===== config.mk =====
export PLATFORM = sky130hd
export DESIGN_NAME = ecdf_div
export DESIGN_NICKNAME = d
export VERILOG_FILES = /design/src/design/empirical_cdf_index_sampler_unit_defines.svh /design/src/design/ecdf_pkg.sv /design/src/design/ecdf_div.sv
export SDC_FILE = /design/constraint.sdc
export NUM_CORES = 1
export LEC_CHECK = 0
export ABC_AREA = 1
export BUFFER_PORTS_ARGS = -buffer_cell sky130_fd_sc_hd__buf_2
export CORE_UTILIZATION = 40
export CTS_BUF_LIST = sky130_fd_sc_hd__clkbuf_8
export DETAILED_ROUTE_END_ITERATION = 8
export HOLD_SLACK_MARGIN = 0.06
export PLACE_DENSITY = 0.69
export SYNTH_ARGS = -nofsm -noshare
export SYNTH_HDL_FRONTEND = slang
export SYNTH_SLANG_ARGS = --single-unit

===== constraint.sdc =====
create_clock -name clk -period 3 [get_ports clk]
set_input_delay 0.6 -clock clk [delete_from_list [all_inputs] [get_ports clk]]
set_output_delay 0.6 -clock clk [all_outputs]
set_load 0.01 [all_outputs]

===== src/design/empirical_cdf_index_sampler_unit_defines.svh =====
// Assertion macros shared by the sampler RTL.
`ifndef EMPIRICAL_CDF_INDEX_SAMPLER_UNIT_DEFINES_SVH
`define EMPIRICAL_CDF_INDEX_SAMPLER_UNIT_DEFINES_SVH

`define ECDF_ASSERT_IMPL(lbl, clk_s, rstn_s, ante, cons) \
  lbl: assert property (@(posedge clk_s) disable iff (!rstn_s) (ante) |-> (cons)) \
    else $error("ecdf assertion failed");

`define ECDF_ASSERT_NEXT(lbl, clk_s, rstn_s, ante, cons) \
  lbl: assert property (@(posedge clk_s) disable iff (!rstn_s) (ante) |=> (cons)) \
    else $error("ecdf assertion failed");

`endif


===== src/design/ecdf_pkg.sv =====
// Shared types and constants of the empirical CDF index sampler.
`timescale 1ns / 1ps
`default_nettype none

package ecdf_pkg;

  localparam int TABLE_DEPTH_DEF = 64;
  localparam int NUM_TABLES_DEF  = 4;
  localparam int NUM_POP         = 4;

  localparam int SEL_W   = 2;
  localparam int IDX_W   = 6;
  localparam int PT_W    = 17;
  localparam int U_W     = 16;
  localparam int HOST_W  = 16;
  localparam int POP_W   = 17;
  localparam int POP_MAX = 65536;
  localparam int FRAC_W  = 16;
  localparam int MUL_W   = 2 * PT_W;
  localparam int QUO_W   = 17;
  localparam int DVS_W   = PT_W + 1;
  localparam int DVD_W   = MUL_W + 2;
  localparam int APB_DW  = 32;
  localparam int APB_AW  = 4;

  typedef enum logic {
    MODE_LOAD   = 1'b0,
    MODE_SAMPLE = 1'b1
  } ecdf_mode_t;

  typedef enum logic [3:0] {
    S_IDLE,
    S_SCAN,
    S_MLO,
    S_MHI,
    S_DEC,
    S_MQ,
    S_DIVST,
    S_DIVW,
    S_DONE
  } ecdf_state_t;

  typedef struct packed {
    logic busy;
    logic done;
  } div_stat_t;

endpackage

`default_nettype wire


===== src/design/ecdf_div.sv =====
// Restoring divider, one quotient bit per cycle.
`timescale 1ns / 1ps
`default_nettype none

module ecdf_div (
  input  wire logic                        clk,
  input  wire logic                        rst_n,
  input  wire logic                        start,
  input  wire logic [ecdf_pkg::DVD_W-1:0]  dividend,
  input  wire logic [ecdf_pkg::DVS_W-1:0]  divisor,
  output logic      [ecdf_pkg::QUO_W-1:0]  quotient,
  output ecdf_pkg::div_stat_t              stat
);

  localparam int CNT_W = $clog2(ecdf_pkg::QUO_W + 1);

  logic [ecdf_pkg::DVS_W-1:0] rem_r;
  logic [ecdf_pkg::DVS_W-1:0] dvs_r;
  logic [ecdf_pkg::QUO_W-1:0] quo_r;
  logic [CNT_W-1:0]           cnt_r;
  logic                       done_r;
  logic [ecdf_pkg::DVS_W:0]   trial;
  logic [ecdf_pkg::DVS_W:0]   diff;
  logic                       ge;
  logic [ecdf_pkg::DVS_W-1:0] rem_nxt;

  always_comb begin
    trial   = {rem_r, quo_r[ecdf_pkg::QUO_W-1]};
    diff    = trial - {1'b0, dvs_r};
    ge      = trial >= {1'b0, dvs_r};
    rem_nxt = ge ? diff[ecdf_pkg::DVS_W-1:0] : trial[ecdf_pkg::DVS_W-1:0];
  end

  always_ff @(posedge clk) begin
    if (!rst_n) begin
      cnt_r  <= '0;
      done_r <= 1'b0;
    end else begin
      done_r <= (cnt_r == CNT_W'(1));
      if (start) begin
        cnt_r <= CNT_W'(ecdf_pkg::QUO_W);
      end else if (cnt_r != '0) begin
        cnt_r <= cnt_r - CNT_W'(1);
      end
    end
  end

  always_ff @(posedge clk) begin
    if (start) begin
      rem_r <= ecdf_pkg::DVS_W'(dividend >> ecdf_pkg::QUO_W);
      quo_r <= dividend[ecdf_pkg::QUO_W-1:0];
      dvs_r <= divisor;
    end else if (cnt_r != '0) begin
      rem_r <= rem_nxt;
      quo_r <= {quo_r[ecdf_pkg::QUO_W-2:0], ge};
    end
  end

  assign quotient  = quo_r;
  assign stat.busy = (cnt_r != '0);
  assign stat.done = done_r;

endmodule

`default_nettype wire


### Word level (Yosys, flattened, before mapping)

Cells that the tools add are included.

* register bits: 59
* input bits: 57
* output and inout bits: 19
* word-level logic and storage cells: 21

* add/subtract/negate cells: 2
* magnitude comparators: 1
* equality and inequality tests: 1
* multiplexer cells: 7
* bitwise operators: 1
* reductions and logical operators: 3

Operators by type and width (number)
* $mux 18: 3
* $mux 17: 2
* $ge 19x18->1: 1
* $sub 18x18->18: 1
* $mux 5: 2
* $eq 5x1->1 const B: 1
* $reduce_bool 5->1: 1
* $sub 5x1->5 const B: 1
* $reduce_bool 2->1: 1
* $reduce_or 2->1: 1
* $not 1->1: 1

### Logic depth before layout (Yosys ltp)

* depth in word-level cells: 4
* depth in mapped cells: 16
* depth with buffers taken out: 15

### Worst setup path before layout

OpenSTA, ideal clock, no wires.

* path type: input-to-reg
* from: input start
* to: register quo_r (netlist bit quotient[0]) (enable)
* setup time: 0.498 ns
* arrival: 1.962 ns
* required time: 2.502 ns
* setup slack: 0.541 ns
* cell stages on the path: 5
* cells stage by stage: clkbuf_1 inv_1 buf_2 buf_1 nand2_1

* cells in the longest elaborated chain, start to end: 1

RTL lines
* start, declared: line ecdf_div.sv:8 `input wire logic start,`
* $reduce_bool 2->1 (no line)
* end signal, assigned: line ecdf_div.sv:51 `quo_r <= dividend[ecdf_pkg::QUO_W-1:0];`
* end signal, assigned: line ecdf_div.sv:55 `quo_r <= {quo_r[ecdf_pkg::QUO_W-2:0], ge};`
* end, declared: line ecdf_div.sv:19 `logic [ecdf_pkg::QUO_W-1:0] quo_r;`

Every way passes these cells.
A chain may end at the register's enable or synchronous reset.

### Final worst setup path

* from: register rem_r[1] (netlist bit)
* to: register rem_r[9] (netlist bit), data pin

* cells in the longest elaborated chain, start to end: 4
* elaborated cells on any way between the ends: 5

RTL lines
* start, declared: line ecdf_div.sv:17 `logic [ecdf_pkg::DVS_W-1:0] rem_r;`
* start signal, assigned: line ecdf_div.sv:50 `rem_r <= ecdf_pkg::DVS_W'(dividend >> ecdf_pkg::QUO_W);`
* start signal, assigned: line ecdf_div.sv:54 `rem_r <= rem_nxt;`
* $sub 18x18->18 or $ge 19x18->1 (tied branches): line ecdf_div.sv:29, ecdf_div.sv:30
* $mux 18 (*): line ecdf_div.sv:31 `rem_nxt = ge ? diff[ecdf_pkg::DVS_W-1:0] : trial[ecdf_pkg::DVS_W-1:0];`
* $mux 18 (*): line ecdf_div.sv:53 `end else if (cnt_r != '0) begin`
* $mux 18 (*): line ecdf_div.sv:49 `if (start) begin`

Mark *: on every way between the ends. The rest lies on a longest branch, timed or not. The select of a mux whose other input is x is not followed.

==> reports/metrics.cfg <==
[cells_and_area]
seq_area_sq_um=1712
syn2layout_area_growth_pct=17.11
instances_no_fill=694
nNetsFinal=638
drive_gt1_share_pct=21.42
multi_input_area_sq_um=1788
num-fill-cells=927
n_antenna_cell=0

[floorplanning]
ioPinCount=76
row_count=35
die-width_um=100.3
die_h_um=100.3
start_util_pct=41.66
dieArea_sq_um=10070
fp.coreArea_sq_um=9284

[clock_tree]
cts_resized=0
root_buffer=clkbuf_8
numCtsBuffers=9
post_cts_buffers=0
holdBufCountCts=0
cts.sinks=59
htreeDepth=3
path_clk_slew_ns=0.08
insertion_delay_ns=0.35
cts_tree=yes
clk_path_buf_depth=2

[logic_synthesis]
synth_compound_area_share_pct=3.106
ys_types=33
synth_nets=563
synth_top_family_by_area=simple AND/OR/NAND/NOR gates
synthMuxAreaShare_pct=0
synth_edf_count=53
synth-main-ff-cell=edfxtp_1
synth_area_leader_cell=edfxtp_1
seq_area_frac_synth_pct=44.26
synth-xor-area-share_pct=2.038
yosysWarnings=0
synth_area_sq_um=3867
netlist_instances=485
synth-seq-cells=59
synthAdderAreaFrac_pct=6.988
synthTopCellsByCount=194 x nand2_1, 64 x inv_1, 53 x edfxtp_1, 32 x nor2_1, 27 x nand3_1
synthSimpleGateAreaFrac_pct=34.10
synth_top_area_share_pct=41.15
synthArstFlopShare_pct=0
ys_top_cells_by_area=edfxtp_1 41%, nand2_1 19%, ha_1 6.5%
syn_avg_cell_area_sq_um=7.974
synth.most_common_cell=nand2_1

[critical_path]
rr_worst_depth=12
reg2reg_to=rem_r[9]
path_cells=ha_1, nand3_2, nand2_2, nand2_1, nand2_2, nand2_2, nand2_2, nand2_4, nand2_4, o21ai_0, nand3_1, nand2_1
arrival_ns=2.56
crit_type=flip-flop to flip-flop
cp_slowest_stage_delay_ns=0.48
critPathMostFrequentCell=nand2_2
regToRegSetupSlack_ns=0.54
r2r_start=rem_r[1]
start_kind=flip-flop
path_max_fanout=20
worstSetupEndpointType=flip-flop
worstPathRequired_ns=3.10
slowest_stage=ha_1

[sta]
maxSlewViolCount=0
period_minus_slack_ns=2.460
final_hold_viol_count=0
finClkSkew_ns=0.01180
slew_headroom_pct=60.14
layout_setup_ws_ns=0.5396
grt_setup_unrepaired=no
max_freq_ghz=0.4064
worstMarginPinSlew_ns=0.5964
fin_setup_tns_ns=0
finalSetupViolCount=0
period_share_pct=82.01
whs_ns=0.4241

[route]
drt_pass1_iterations=7
vias_per_cell=4.794
drtAntennaViolNets=0
drc_errors=0
routedWlPerCell_um=13.00
drt-total-wl_um=9023
via_count=3327
drtIter0Drc=224

[power]
p_per_area_nw_per_um2=825.9
peakVddDrop_mv=0.3819
p_leak_nw=2.322
power_mw=3.741

[global_routing]
antenna_found_initial=0
first_global_vias=3342
grtUsageMet3_pct=5.432
grt_max_degree=54
grt.met2_usage_pct=33.77
grt_pass1_wl_um=15240
grt_overflow=0
grt.total_usage_pct=19.75
grt_util_met1_pct=23.21
busiest_layer=met2

[min_path]
holdPathEnd=dvs_r[10]
min_path_cells=1
min_from=divisor[10]
hold_class=primary input to flip-flop

[placed_design]
dp.cells=678
place_hpwl_um=6527
preCtsSetupSlack_ns=0.5844
gp_congestion=0.8042
port_buffers=74

[flow_run]
cap_violations=0

[status]
outcome=completed

==> placed cells by master, fill, tap and decap left out, drive strengths merged <==
master / n
fa: 1
bufinv: 1
dfxtp: 6
xnor2: 8
buf: 79
clkinv: 4
inv: 68
nand2: 202
xor2: 1
ha: 20
a31oi: 1
nand3b: 22
nand4: 2
edfxtp: 53
nor2: 33
a21oi: 13
o21ai: 6
nor3: 4
nand3: 30
clkbuf: 9
and3: 1
o21bai: 1
==> sequential cells by signal (all words and copies together), names as in the netlist <==
signal    cells
dvs_r        18
done_r        1
rem_r        18
quotient     17
cnt_r         5
==> through the flow <==
stage	instance area (sq um)	utilization [%]
floorplan	3867	-
global placement	4329	46.63
detailed placement	4329	46.63
CTS	4529	48.79
global route	4529	48.79
finish	4529	48.79
==> worst max-delay path, delay by kind of cell, from the launching register on <==
family                   cells  cell delay [ns]
flip-flops                   1             0.42
adder cells (fa/ha/maj)      1             0.48
AO/OA/AOI/OAI                1             0.13
AND/OR/NAND/NOR             10             1.18
==> final cells by class <==
class	count	share of cell area (%)
tap	129	3.564
multi-input combinational	345	39.48
clock inverter	7	1.685
inverter	66	5.470
timing repair buffer	79	9.282
clock buffer	9	2.735
sequential	59	37.79
==> cells by family (layout without fill, tap and decap cells) <==
logic type | after synthesis | after routing
simple gates | 294 | 294
buf+inv | 81 | 161
flops | 59 | 59
fa+ha+maj | 21 | 21
compound gates | 21 | 21
xor+xnor | 9 | 9
==> worst max-delay path by stage <==
stage,from,end,slack [ns],cells past startpoint
2_1_floorplan,start,quotient[0],0.54,5
3_3_place_gp,rem_r[1],rem_r[9],0.63,12
3_5_place_dp,rem_r[1],rem_r[9],0.58,12
4_1_cts,rem_r[1],rem_r[9],0.57,12
5_1_grt,rem_r[1],rem_r[9],0.37,12
6_report,rem_r[1],rem_r[9],0.54,12
==> routing by layer <==
layer | share of wire (%) | vias to the layer above | wire, um
met4 | 1.8 | 0 | 159
met3 | 6.3 | 14 | 572
met5 | 0 | - | 0
met2 | 49 | 117 | 4419
met1 | 43 | 1504 | 3872
li1 | - | 1692 | -
==> power by group <==
group          leakage [nW]  internal [mW]  total (mW)  switching, mW
registers             0.594           1.12        1.21         0.0905
clock network         0.104          0.389       0.751          0.361
logic                  1.62          0.685        1.78           1.10
Power figures use the tool's default switching activity.
